`config.mk`:
```
export PLATFORM = sky130hd
export DESIGN_NAME = pixel_color_space_converter_top
export DESIGN_NICKNAME = d
export VERILOG_FILES = /design/src/hdl/pcsc_pkg.sv /design/src/hdl/pcsc_prep.sv /design/src/hdl/pcsc_div_cell.sv /design/src/hdl/pcsc_finish.sv /design/src/hdl/pixel_color_space_converter_top.sv
export SDC_FILE = /design/constraint.sdc
export NUM_CORES = 2
export LEC_CHECK = 0
export BUFFER_PORTS_ARGS = -buffer_cell sky130_fd_sc_hd__buf_2
export CAP_MARGIN = 10
export CORE_ASPECT_RATIO = 0.6
export CORE_MARGIN = 5
export CORE_UTILIZATION = 35
export DETAILED_ROUTE_END_ITERATION = 10
export PLACE_DENSITY_LB_ADDON = 0.08
export SLEW_MARGIN = 20
export SYNTH_ARGS = -nofsm -noshare
export SYNTH_HDL_FRONTEND = slang
export SYNTH_HIERARCHICAL = 1
export SYNTH_SLANG_ARGS = --single-unit
```
`constraint.sdc`:
```
create_clock -name clk -period 305.7 [get_ports clk]
set_clock_uncertainty 0.2 [all_clocks]
set_input_delay 91.71 -clock clk [delete_from_list [all_inputs] [get_ports clk]]
set_output_delay 91.71 -clock clk [all_outputs]
set_load 0.02 [all_outputs]
```
`src/hdl/pcsc_pkg.sv`:
```
`default_nettype none
package pcsc_pkg;

  localparam int DivBits = 16;

  typedef enum logic [1:0] {
    MODE_RGB_TO_HSV = 2'd0,
    MODE_HSV_TO_RGB = 2'd1,
    MODE_BIN_TO_RGB = 2'd2,
    MODE_UNUSED     = 2'd3
  } mode_t;

  // RGB to HSV uses the max channel codes, HSV to RGB the six hue sectors
  localparam logic [2:0] SecRed   = 3'd0;
  localparam logic [2:0] SecGreen = 3'd1;
  localparam logic [2:0] SecBlue  = 3'd2;
  localparam logic [2:0] Sec0     = 3'd0;
  localparam logic [2:0] Sec1     = 3'd1;
  localparam logic [2:0] Sec2     = 3'd2;
  localparam logic [2:0] Sec3     = 3'd3;
  localparam logic [2:0] Sec4     = 3'd4;
  localparam logic [2:0] Sec5     = 3'd5;

  typedef struct packed {
    mode_t      mode;
    logic [2:0] sec;
    logic       neg;
    logic [7:0] base;
    logic [7:0] mx;
    logic [7:0] mn;
    logic       zero_mx;
    logic       zero_d;
    logic       bin;
  } side_t;

  typedef struct packed {
    logic [DivBits-1:0] n;
    logic [7:0]         dv;
    logic [7:0]         r;
    logic [DivBits-1:0] q;
  } lane_t;

  typedef struct packed {
    logic  valid;
    side_t side;
    lane_t l0;
    lane_t l1;
  } item_t;

  // one restoring division step on dividend bit b
  function automatic lane_t div_step(lane_t x, logic [3:0] b);
    lane_t      y;
    logic [8:0] t;
    y = x;
    t = {x.r, x.n[b]};
    if (t >= {1'b0, x.dv}) begin
      y.r    = 8'(t - {1'b0, x.dv});
      y.q[b] = 1'b1;
    end else begin
      y.r = t[7:0];
    end
    return y;
  endfunction

endpackage
`default_nettype wire

```
`src/hdl/pcsc_prep.sv`:
```
`default_nettype none
module pcsc_prep import pcsc_pkg::*; (
  input  wire         clk,
  input  wire         rst,
  input  wire         en,
  input  wire         in_valid,
  input  wire  [7:0]  a,
  input  wire  [7:0]  b,
  input  wire  [7:0]  c,
  input  wire mode_t  mode,
  output item_t       out
);

  // first stage
  logic        v1;
  side_t       s1;
  logic [15:0] n0_1, p1;
  logic [7:0]  dv0_1, d1, adiff1;

  side_t       s1_next;
  logic [15:0] n0_next, p_next;
  logic [7:0]  adiff_next, mx, mn, d;
  logic [8:0]  diff;

  always_comb begin
    mx = a;
    if (b > mx) mx = b;
    if (c > mx) mx = c;
    mn = a;
    if (b < mn) mn = b;
    if (c < mn) mn = c;
    d = mx - mn;
    s1_next = '0;
    s1_next.mode = mode;
    s1_next.bin  = (a != 8'd0);
    n0_next = ({8'd0, d} << 8) - {8'd0, d};
    p_next  = {8'd0, b} * {8'd0, c};
    diff = '0;
    adiff_next = '0;
    if (mode == MODE_HSV_TO_RGB) begin
      s1_next.mx = c;
      priority if (a < 8'd30) begin
        s1_next.sec = Sec0; adiff_next = a;
      end else if (a < 8'd60) begin
        s1_next.sec = Sec1; adiff_next = 8'd60 - a;
      end else if (a < 8'd90) begin
        s1_next.sec = Sec2; adiff_next = a - 8'd60;
      end else if (a < 8'd120) begin
        s1_next.sec = Sec3; adiff_next = 8'd120 - a;
      end else if (a < 8'd150) begin
        s1_next.sec = Sec4; adiff_next = a - 8'd120;
      end else if (a <= 8'd180) begin
        s1_next.sec = Sec5; adiff_next = 8'd180 - a;
      end else begin
        // hue past 180 gives a negative term
        s1_next.sec = Sec5; adiff_next = a - 8'd180; s1_next.neg = 1'b1;
      end
    end else begin
      s1_next.mx      = mx;
      s1_next.mn      = mn;
      s1_next.zero_mx = (mx == 8'd0);
      s1_next.zero_d  = (d == 8'd0);
      priority if (mx == a) begin
        s1_next.sec  = SecRed;
        diff         = {1'b0, b} - {1'b0, c};
        s1_next.base = (b > c) ? 8'd0 : 8'd180;
      end else if (mx == b) begin
        s1_next.sec  = SecGreen;
        diff         = {1'b0, c} - {1'b0, a};
        s1_next.base = 8'd60;
      end else begin
        s1_next.sec  = SecBlue;
        diff         = {1'b0, a} - {1'b0, b};
        s1_next.base = 8'd120;
      end
      s1_next.neg = diff[8];
      adiff_next  = diff[8] ? 8'(-diff) : diff[7:0];
    end
  end

  always_ff @(posedge clk) begin
    if (rst) begin
      v1 <= 1'b0;
    end else if (en) begin
      v1 <= in_valid;
    end
    if (en) begin
      s1     <= s1_next;
      n0_1   <= n0_next;
      dv0_1  <= mx;
      d1     <= d;
      adiff1 <= adiff_next;
      p1     <= p_next;
    end
  end

  // second stage: exact divide by 255 for products of two 8-bit values, then lane operands
  item_t       o_next;
  logic [16:0] p_sum;
  logic [7:0]  dd, hmn;

  always_comb begin
    p_sum = 17'(p1) + 17'(p1 >> 8) + 17'd1;
    dd    = p_sum[15:8];
    hmn   = s1.mx - dd;
    o_next = '0;
    o_next.valid = v1;
    o_next.side  = s1;
    o_next.l0.n  = n0_1;
    o_next.l0.dv = dv0_1;
    if (s1.mode == MODE_HSV_TO_RGB) begin
      o_next.side.mn   = hmn;
      o_next.side.base = hmn;
      o_next.l1.n      = {8'd0, adiff1} * {8'd0, dd};
      o_next.l1.dv     = 8'd30;
    end else begin
      o_next.l1.n  = {8'd0, adiff1} * 16'd30;
      o_next.l1.dv = d1;
    end
  end

  always_ff @(posedge clk) begin
    if (rst) begin
      out.valid <= 1'b0;
    end else if (en) begin
      out.valid <= o_next.valid;
    end
    if (en) begin
      out.side <= o_next.side;
      out.l0   <= o_next.l0;
      out.l1   <= o_next.l1;
    end
  end

endmodule
`default_nettype wire

```
`src/hdl/pcsc_div_cell.sv`:
```
`default_nettype none
module pcsc_div_cell import pcsc_pkg::*; #(
  parameter int BIT = 15
) (
  input  wire        clk,
  input  wire        rst,
  input  wire        en,
  input  wire item_t in,
  output item_t      out
);

  always_ff @(posedge clk) begin
    if (rst) begin
      out.valid <= 1'b0;
    end else if (en) begin
      out.valid <= in.valid;
    end
    if (en) begin
      out.side <= in.side;
      out.l0   <= div_step(in.l0, 4'(BIT));
      out.l1   <= div_step(in.l1, 4'(BIT));
    end
  end

endmodule
`default_nettype wire

```
`src/hdl/pcsc_finish.sv`:
```
`default_nettype none
module pcsc_finish import pcsc_pkg::*; (
  input  wire         clk,
  input  wire         rst,
  input  wire         en,
  input  wire item_t  in,
  output logic        out_valid,
  output logic [23:0] out_data
);

  logic [7:0] o0, o1, o2, term, sum;
  side_t      s;

  always_comb begin
    s    = in.side;
    term = s.neg ? 8'(-in.l1.q[7:0]) : in.l1.q[7:0];
    sum  = s.base + term;
    o0 = '0; o1 = '0; o2 = '0;
    unique case (s.mode)
      MODE_RGB_TO_HSV: begin
        if (!s.zero_mx) begin
          o0 = s.zero_d ? 8'd0 : sum;
          o1 = in.l0.q[7:0];
          o2 = s.mx;
        end
      end
      MODE_HSV_TO_RGB: begin
        unique case (s.sec)
          Sec0:    begin o0 = s.mx; o1 = sum;  o2 = s.mn; end
          Sec1:    begin o0 = sum;  o1 = s.mx; o2 = s.mn; end
          Sec2:    begin o0 = s.mn; o1 = s.mx; o2 = sum;  end
          Sec3:    begin o0 = s.mn; o1 = sum;  o2 = s.mx; end
          Sec4:    begin o0 = sum;  o1 = s.mn; o2 = s.mx; end
          default: begin o0 = s.mx; o1 = s.mn; o2 = sum;  end
        endcase
      end
      MODE_BIN_TO_RGB: begin
        o0 = {8{s.bin}}; o1 = {8{s.bin}}; o2 = {8{s.bin}};
      end
      default: begin
        o0 = '0; o1 = '0; o2 = '0;
      end
    endcase
  end

  always_ff @(posedge clk) begin
    if (rst) begin
      out_valid <= 1'b0;
    end else if (en) begin
      out_valid <= in.valid;
    end
    if (en) begin
      out_data <= {o2, o1, o0};
    end
  end

endmodule
`default_nettype wire

```
`src/hdl/pixel_color_space_converter_top.sv`:
```
// channel   | dir | width | contents (low bit up)
// s_axis    | in  | 24    | chan_first, chan_second, chan_third
// m_axis    | out | 24    | out_first, out_second, out_third
// cfg       | in  | 2     | conversion_mode
//
// One pixel per clock unless the chain holds; the pipeline is two prep stages, a chain of
// 16 restoring divider cells (one quotient bit each, two lanes), one output stage.
// Synchronous active-high reset clears valid bits and the mode register.
// The whole chain holds while the output register is full and not taken.
`default_nettype none
module pixel_color_space_converter_top import pcsc_pkg::*; (
  input  wire         clk,
  input  wire         rst,
  input  wire         cfg_wr_en,
  input  wire  [1:0]  cfg_wr_data,
  input  wire         s_axis_tvalid,
  output logic        s_axis_tready,
  input  wire  [23:0] s_axis_tdata,   // chan_first, chan_second, chan_third
  output logic        m_axis_tvalid,
  input  wire         m_axis_tready,
  output logic [23:0] m_axis_tdata    // out_first, out_second, out_third
);

  mode_t mode;
  logic  en;
  item_t chain [DivBits+1];

  always_ff @(posedge clk) begin
    if (rst) begin
      mode <= MODE_RGB_TO_HSV;
    end else if (cfg_wr_en) begin
      mode <= mode_t'(cfg_wr_data);
    end
  end

  assign en            = !m_axis_tvalid || m_axis_tready;
  assign s_axis_tready = en;

  pcsc_prep u_prep (
    .clk      (clk),
    .rst      (rst),
    .en       (en),
    .in_valid (s_axis_tvalid),
    .a        (s_axis_tdata[7:0]),
    .b        (s_axis_tdata[15:8]),
    .c        (s_axis_tdata[23:16]),
    .mode     (mode),
    .out      (chain[0])
  );

  for (genvar k = 0; k < DivBits; k++) begin : g_cell
    pcsc_div_cell #(.BIT(DivBits - 1 - k)) u_cell (
      .clk (clk),
      .rst (rst),
      .en  (en),
      .in  (chain[k]),
      .out (chain[k+1])
    );
  end

  pcsc_finish u_finish (
    .clk       (clk),
    .rst       (rst),
    .en        (en),
    .in        (chain[DivBits]),
    .out_valid (m_axis_tvalid),
    .out_data  (m_axis_tdata)
  );

`ifndef ASSERT_OFF
  a_hue_range: assert property (@(posedge clk) disable iff (rst)
    m_axis_tvalid && mode == MODE_RGB_TO_HSV |-> m_axis_tdata[7:0] <= 8'd180)
    else $error("hue out of range");
  a_bin_flat: assert property (@(posedge clk) disable iff (rst)
    m_axis_tvalid && mode == MODE_BIN_TO_RGB |->
      (m_axis_tdata == 24'hFFFFFF || m_axis_tdata == 24'h000000))
    else $error("binary result not black or white");
  a_unused_zero: assert property (@(posedge clk) disable iff (rst)
    m_axis_tvalid && mode == MODE_UNUSED |-> m_axis_tdata == 24'h000000)
    else $error("unused mode gave nonzero result");
  a_val_max: assert property (@(posedge clk) disable iff (rst)
    m_axis_tvalid && mode == MODE_RGB_TO_HSV && m_axis_tdata[23:16] == 8'd0
      |-> m_axis_tdata[15:0] == 16'd0)
    else $error("zero value with nonzero hue or saturation");
`endif

endmodule
`default_nettype wire
```
## Word level (Yosys, flattened, before mapping)

Index checks and enable logic that the tools add are counted.
W data, S select, Z words.

| storage, ports and cells | value |
|---|---|
| register bits | 1535 |
| bits in latches | 0 |
| memory bits (writable) | 0 |
| ROM bits | 0 |
| input port bits | 31 |
| output and inout port bits | 26 |
| word-level logic and storage cells | 508 |
| memories kept | 0 |

| cells by class | value |
|---|---|
| add/sub/neg operators | 47 |
| multipliers | 3 |
| div/mod/pow operators | 0 |
| order comparisons | 43 |
| equality and inequality tests | 10 |
| shift operators | 0 |
| muxes and demuxes | 77 |
| bitwise logic cells | 0 |
| reductions and logical operators | 13 |

Operators with widths:

| cell | count |
|---|---|
| $mux W8 | 50 |
| $ge A9 B8 Y1 | 30 |
| $sub A8 B8 Y8 | 30 |
| $pmux W8 S3 | 3 |
| $pmux W8 S2 | 3 |
| $mul A8 B8 Y16 | 2 |
| $mux W9 | 3 |
| $sub A8 B8 Y9 | 3 |
| $gt A8 B8 Y1 | 3 |
| $mux W21 | 1 |
| $add A16 B1 Y16 const B | 1 |
| $add A16 B8 Y16 | 1 |
| $eq A8 B8 Y1 | 2 |
| $ge A1 B8 Y1 | 2 |
| $logic_not A8 Y1 | 2 |
| $lt A8 B7 Y1 const B | 2 |
| $lt A8 B8 Y1 | 2 |
| $neg A8 Y8 | 2 |
| $sub A1 B8 Y8 | 2 |
| $sub A16 B8 Y16 | 1 |
| $mux W3 | 5 |
| $mul A8 B4 Y12 const B | 1 |
| $reduce_or A2 Y1 | 6 |
| $mux W1 | 9 |
| 24 further kinds | 27 |

## Logic depth before layout (Yosys ltp)

| depth | value |
|---|---|
| depth in word-level cells | 11 |
| gate-level depth with buffers | 35 |
| depth with buffers taken out | 35 |

## Cells and area by module

The synthesis kept the hierarchy.

Modules (own cells, without submodules):

| module | instances | cells each | area an instance (um^2) |
|---|---|---|---|
| pcsc_div_cell at g_cell[0].u_cell ... | 10 | 268 | 4914.7 |
| pcsc_div_cell at g_cell[2].u_cell ... | 6 | 263 | 4921.0 |
| pcsc_prep | 1 | 1516 | 15099.5 |
| pcsc_finish | 1 | 268 | 2313.5 |
| pixel_color_space_converter_top | 1 | 7 | 73.8 |

## Worst setup path after synthesis

No wires, ideal clock.

| timing path | value |
|---|---|
| kind | input to output |
| start | in m_axis_tready |
| end | out s_axis_tready |
| arrival time | 146.001 ns |
| slack | 67.789 ns |
| cell stages on the path | 1 |
| path buffers | 0 |
| cell sequence | nand2b_1 |

| between the ends | value |
|---|---|
| word-level cells in the longest chain between the ends | 1 |

Ends and longest elaborated chain:

| item | RTL line | text |
|---|---|---|
| from (decl) | pixel_color_space_converter_top.sv:20 | `input wire m_axis_tready,` |
| $logic_or A1 B1 Y1 | pixel_color_space_converter_top.sv:36 | `assign en = !m_axis_tvalid \|\| m_axis_tready;` |
| to (decl) | pixel_color_space_converter_top.sv:17 | `output logic s_axis_tready,` |

No other way between the ends.

## Worst setup path after layout

Same ends and word-level chain as after synthesis.

==> reports/qor.txt <==
total clock sinks = 1715
uppermost routed layer = met4
Leak Pwr = 0.0350 uW
gpl congestion = 0.810
H-tree depth = 4
Max clock buf depth = 4
Synth Area per Inst = 14.6 sq um
Setup violations, final = 0
antenna viol nets, final = 0
final WL = 151 mm
Post-CTS Hold Buffers = 0
Synth Instances = 5379
Final Max Tran Viols = 0
die area = 234000 sq um
most common cell after layout, fill and taps aside = edfxtp_1
n_diodes = 0
PwrDens = 11.8 nW/um^2
slew margin rel. = 0.199
highest fanout seen on the critical path = 3
unrepaired setup endpoints after global routing = no
number of global-route vias before repair = 41000
Critical Path Sink Type = output port
clk root buf = clkbuf_16
Tightest Pin Transition = 1.20 ns
total grt overflow = 0
initial antenna violation count = 3
largest net degree at the start of global routing = 151
HP Class = reg -> reg
post-CTS setup buffers = 0
final HPWL from detailed placement = 105 mm
routed metal-1 wirelength = 83.0 mm
post-route setup TNS = 0 ns
CTS resizes = 0
WS Path Type = in -> out
row count = 134
Fin. Hold Viols = 0
Wirelength per Cell = 17.4 um
Clock transition at path regs = 0.06 ns
routed length on met3 = 6.71 mm
fin nets = 6148
Synth Cell Area = 78600 sq um
first-pass GRT wire length = 240 mm
met2 wire length = 58.8 mm
cts bufs inserted = 173
Port Buffers = 56
Fmax = 0.00542 GHz
Ports = 57
WHS = 0.177 ns
Max VDD drop = 0.0115 mV
residual DRC count = 0
Final min period = 184.42 ns
Ys Warns = 6
share of cells above drive strength 1 = 0.111
Setup crit start kind = input pin
initial core utilization = 0.353
Worst-Skew Late Latency = 0.77 ns
die height = 377 um
CP required = 213.79 ns
core region area = 223000 sq um
Layout area overhead = 11.9%
Initial DRC Count = 2685
Global Route Usage Sum = 0.128
most frequent cells in the layout = edfxtp_1 (1694), inv_1 (537), ha_1 (422)
TritonCTS clock tree = yes
Die X = 622 um
routed vias/inst = 4.70
via count = 40900
crit path DAT = 92.51 ns
final period utilization = 0.603
DRT Pass-1 Iters = 5
status = finished, final reports clean
max cap viols = 0
## flip-flops by register name, summed over array words and instances (netlist names)
| signal | cells |
|---|---|
| g_cell.u_cell/out | 1520 |
| mode | 2 |
| u_finish/out_data | 24 |
| u_finish/out_valid | 1 |
| u_prep/adiff1 | 8 |
| u_prep/d1 | 7 |
| u_prep/dv0_1 | 8 |
| u_prep/n0_1 | 16 |
| u_prep/o_next | 17 |
| u_prep/out | 82 |
| u_prep/p1 | 16 |
| u_prep/s1 | 13 |
| u_prep/v1 | 1 |
## worst max-delay path, stage by stage
cell	delay, ns
buf_2	0.09
nand2b_4	0.32
buf_2	0.33
## layout make-up
cell class | count | area (sq um)
Clock buffer | 200 | 4530
Clock inverter | 106 | 955
Fill cell | 20600 | 135000
Inverter | 551 | 2070
Multi-Input combinational cell | 3042 | 24700
Sequential cell | 1715 | 51300
Tap cell | 2992 | 3740
Timing Repair Buffer | 92 | 592
## worst paths after layout
kind	startpoint	end	slack, ns	cells past startpoint
setup reg to reg	u_finish/out_valid	g_cell[12].u_cell/out[49]	297.18	10
hold / removal	g_cell[1].u_cell/out[117]	g_cell[2].u_cell/out[117]	0.18	0
setup / recovery	m_axis_tready	s_axis_tready	121.28	3
hold reg to reg	g_cell[1].u_cell/out[117]	g_cell[2].u_cell/out[117]	0.18	0
## metrics by stage
step	cell area, sq um	setup WS, ns	std cells	total power [uW]	util
after floorplan	78700	81.07	5410	730	-
after global placement	82400	121.26	8392	833	0.370
after detailed placement	82400	121.25	8392	837	0.370
after CTS	87900	121.25	8698	1050	0.395
after global routing	87900	121.26	8698	1120	0.395
final	87900	121.28	8698	1040	0.395
## where the power goes
part	leakage (uW)	switching, uW	internal, uW
Sequential	0.0181	39.5	369
Clock	0.00267	88.4	119
Combinational	0.0142	226	195
Total	0.0350	354	682
## per-layer routing
metal	vias up	global-route usage
met1	19700	0.206
li1	20300	-
met5	-	0
met2	671	0.177
met3	213	0.0235
met4	0	0.0276
Power figures use the tool's default switching activity.
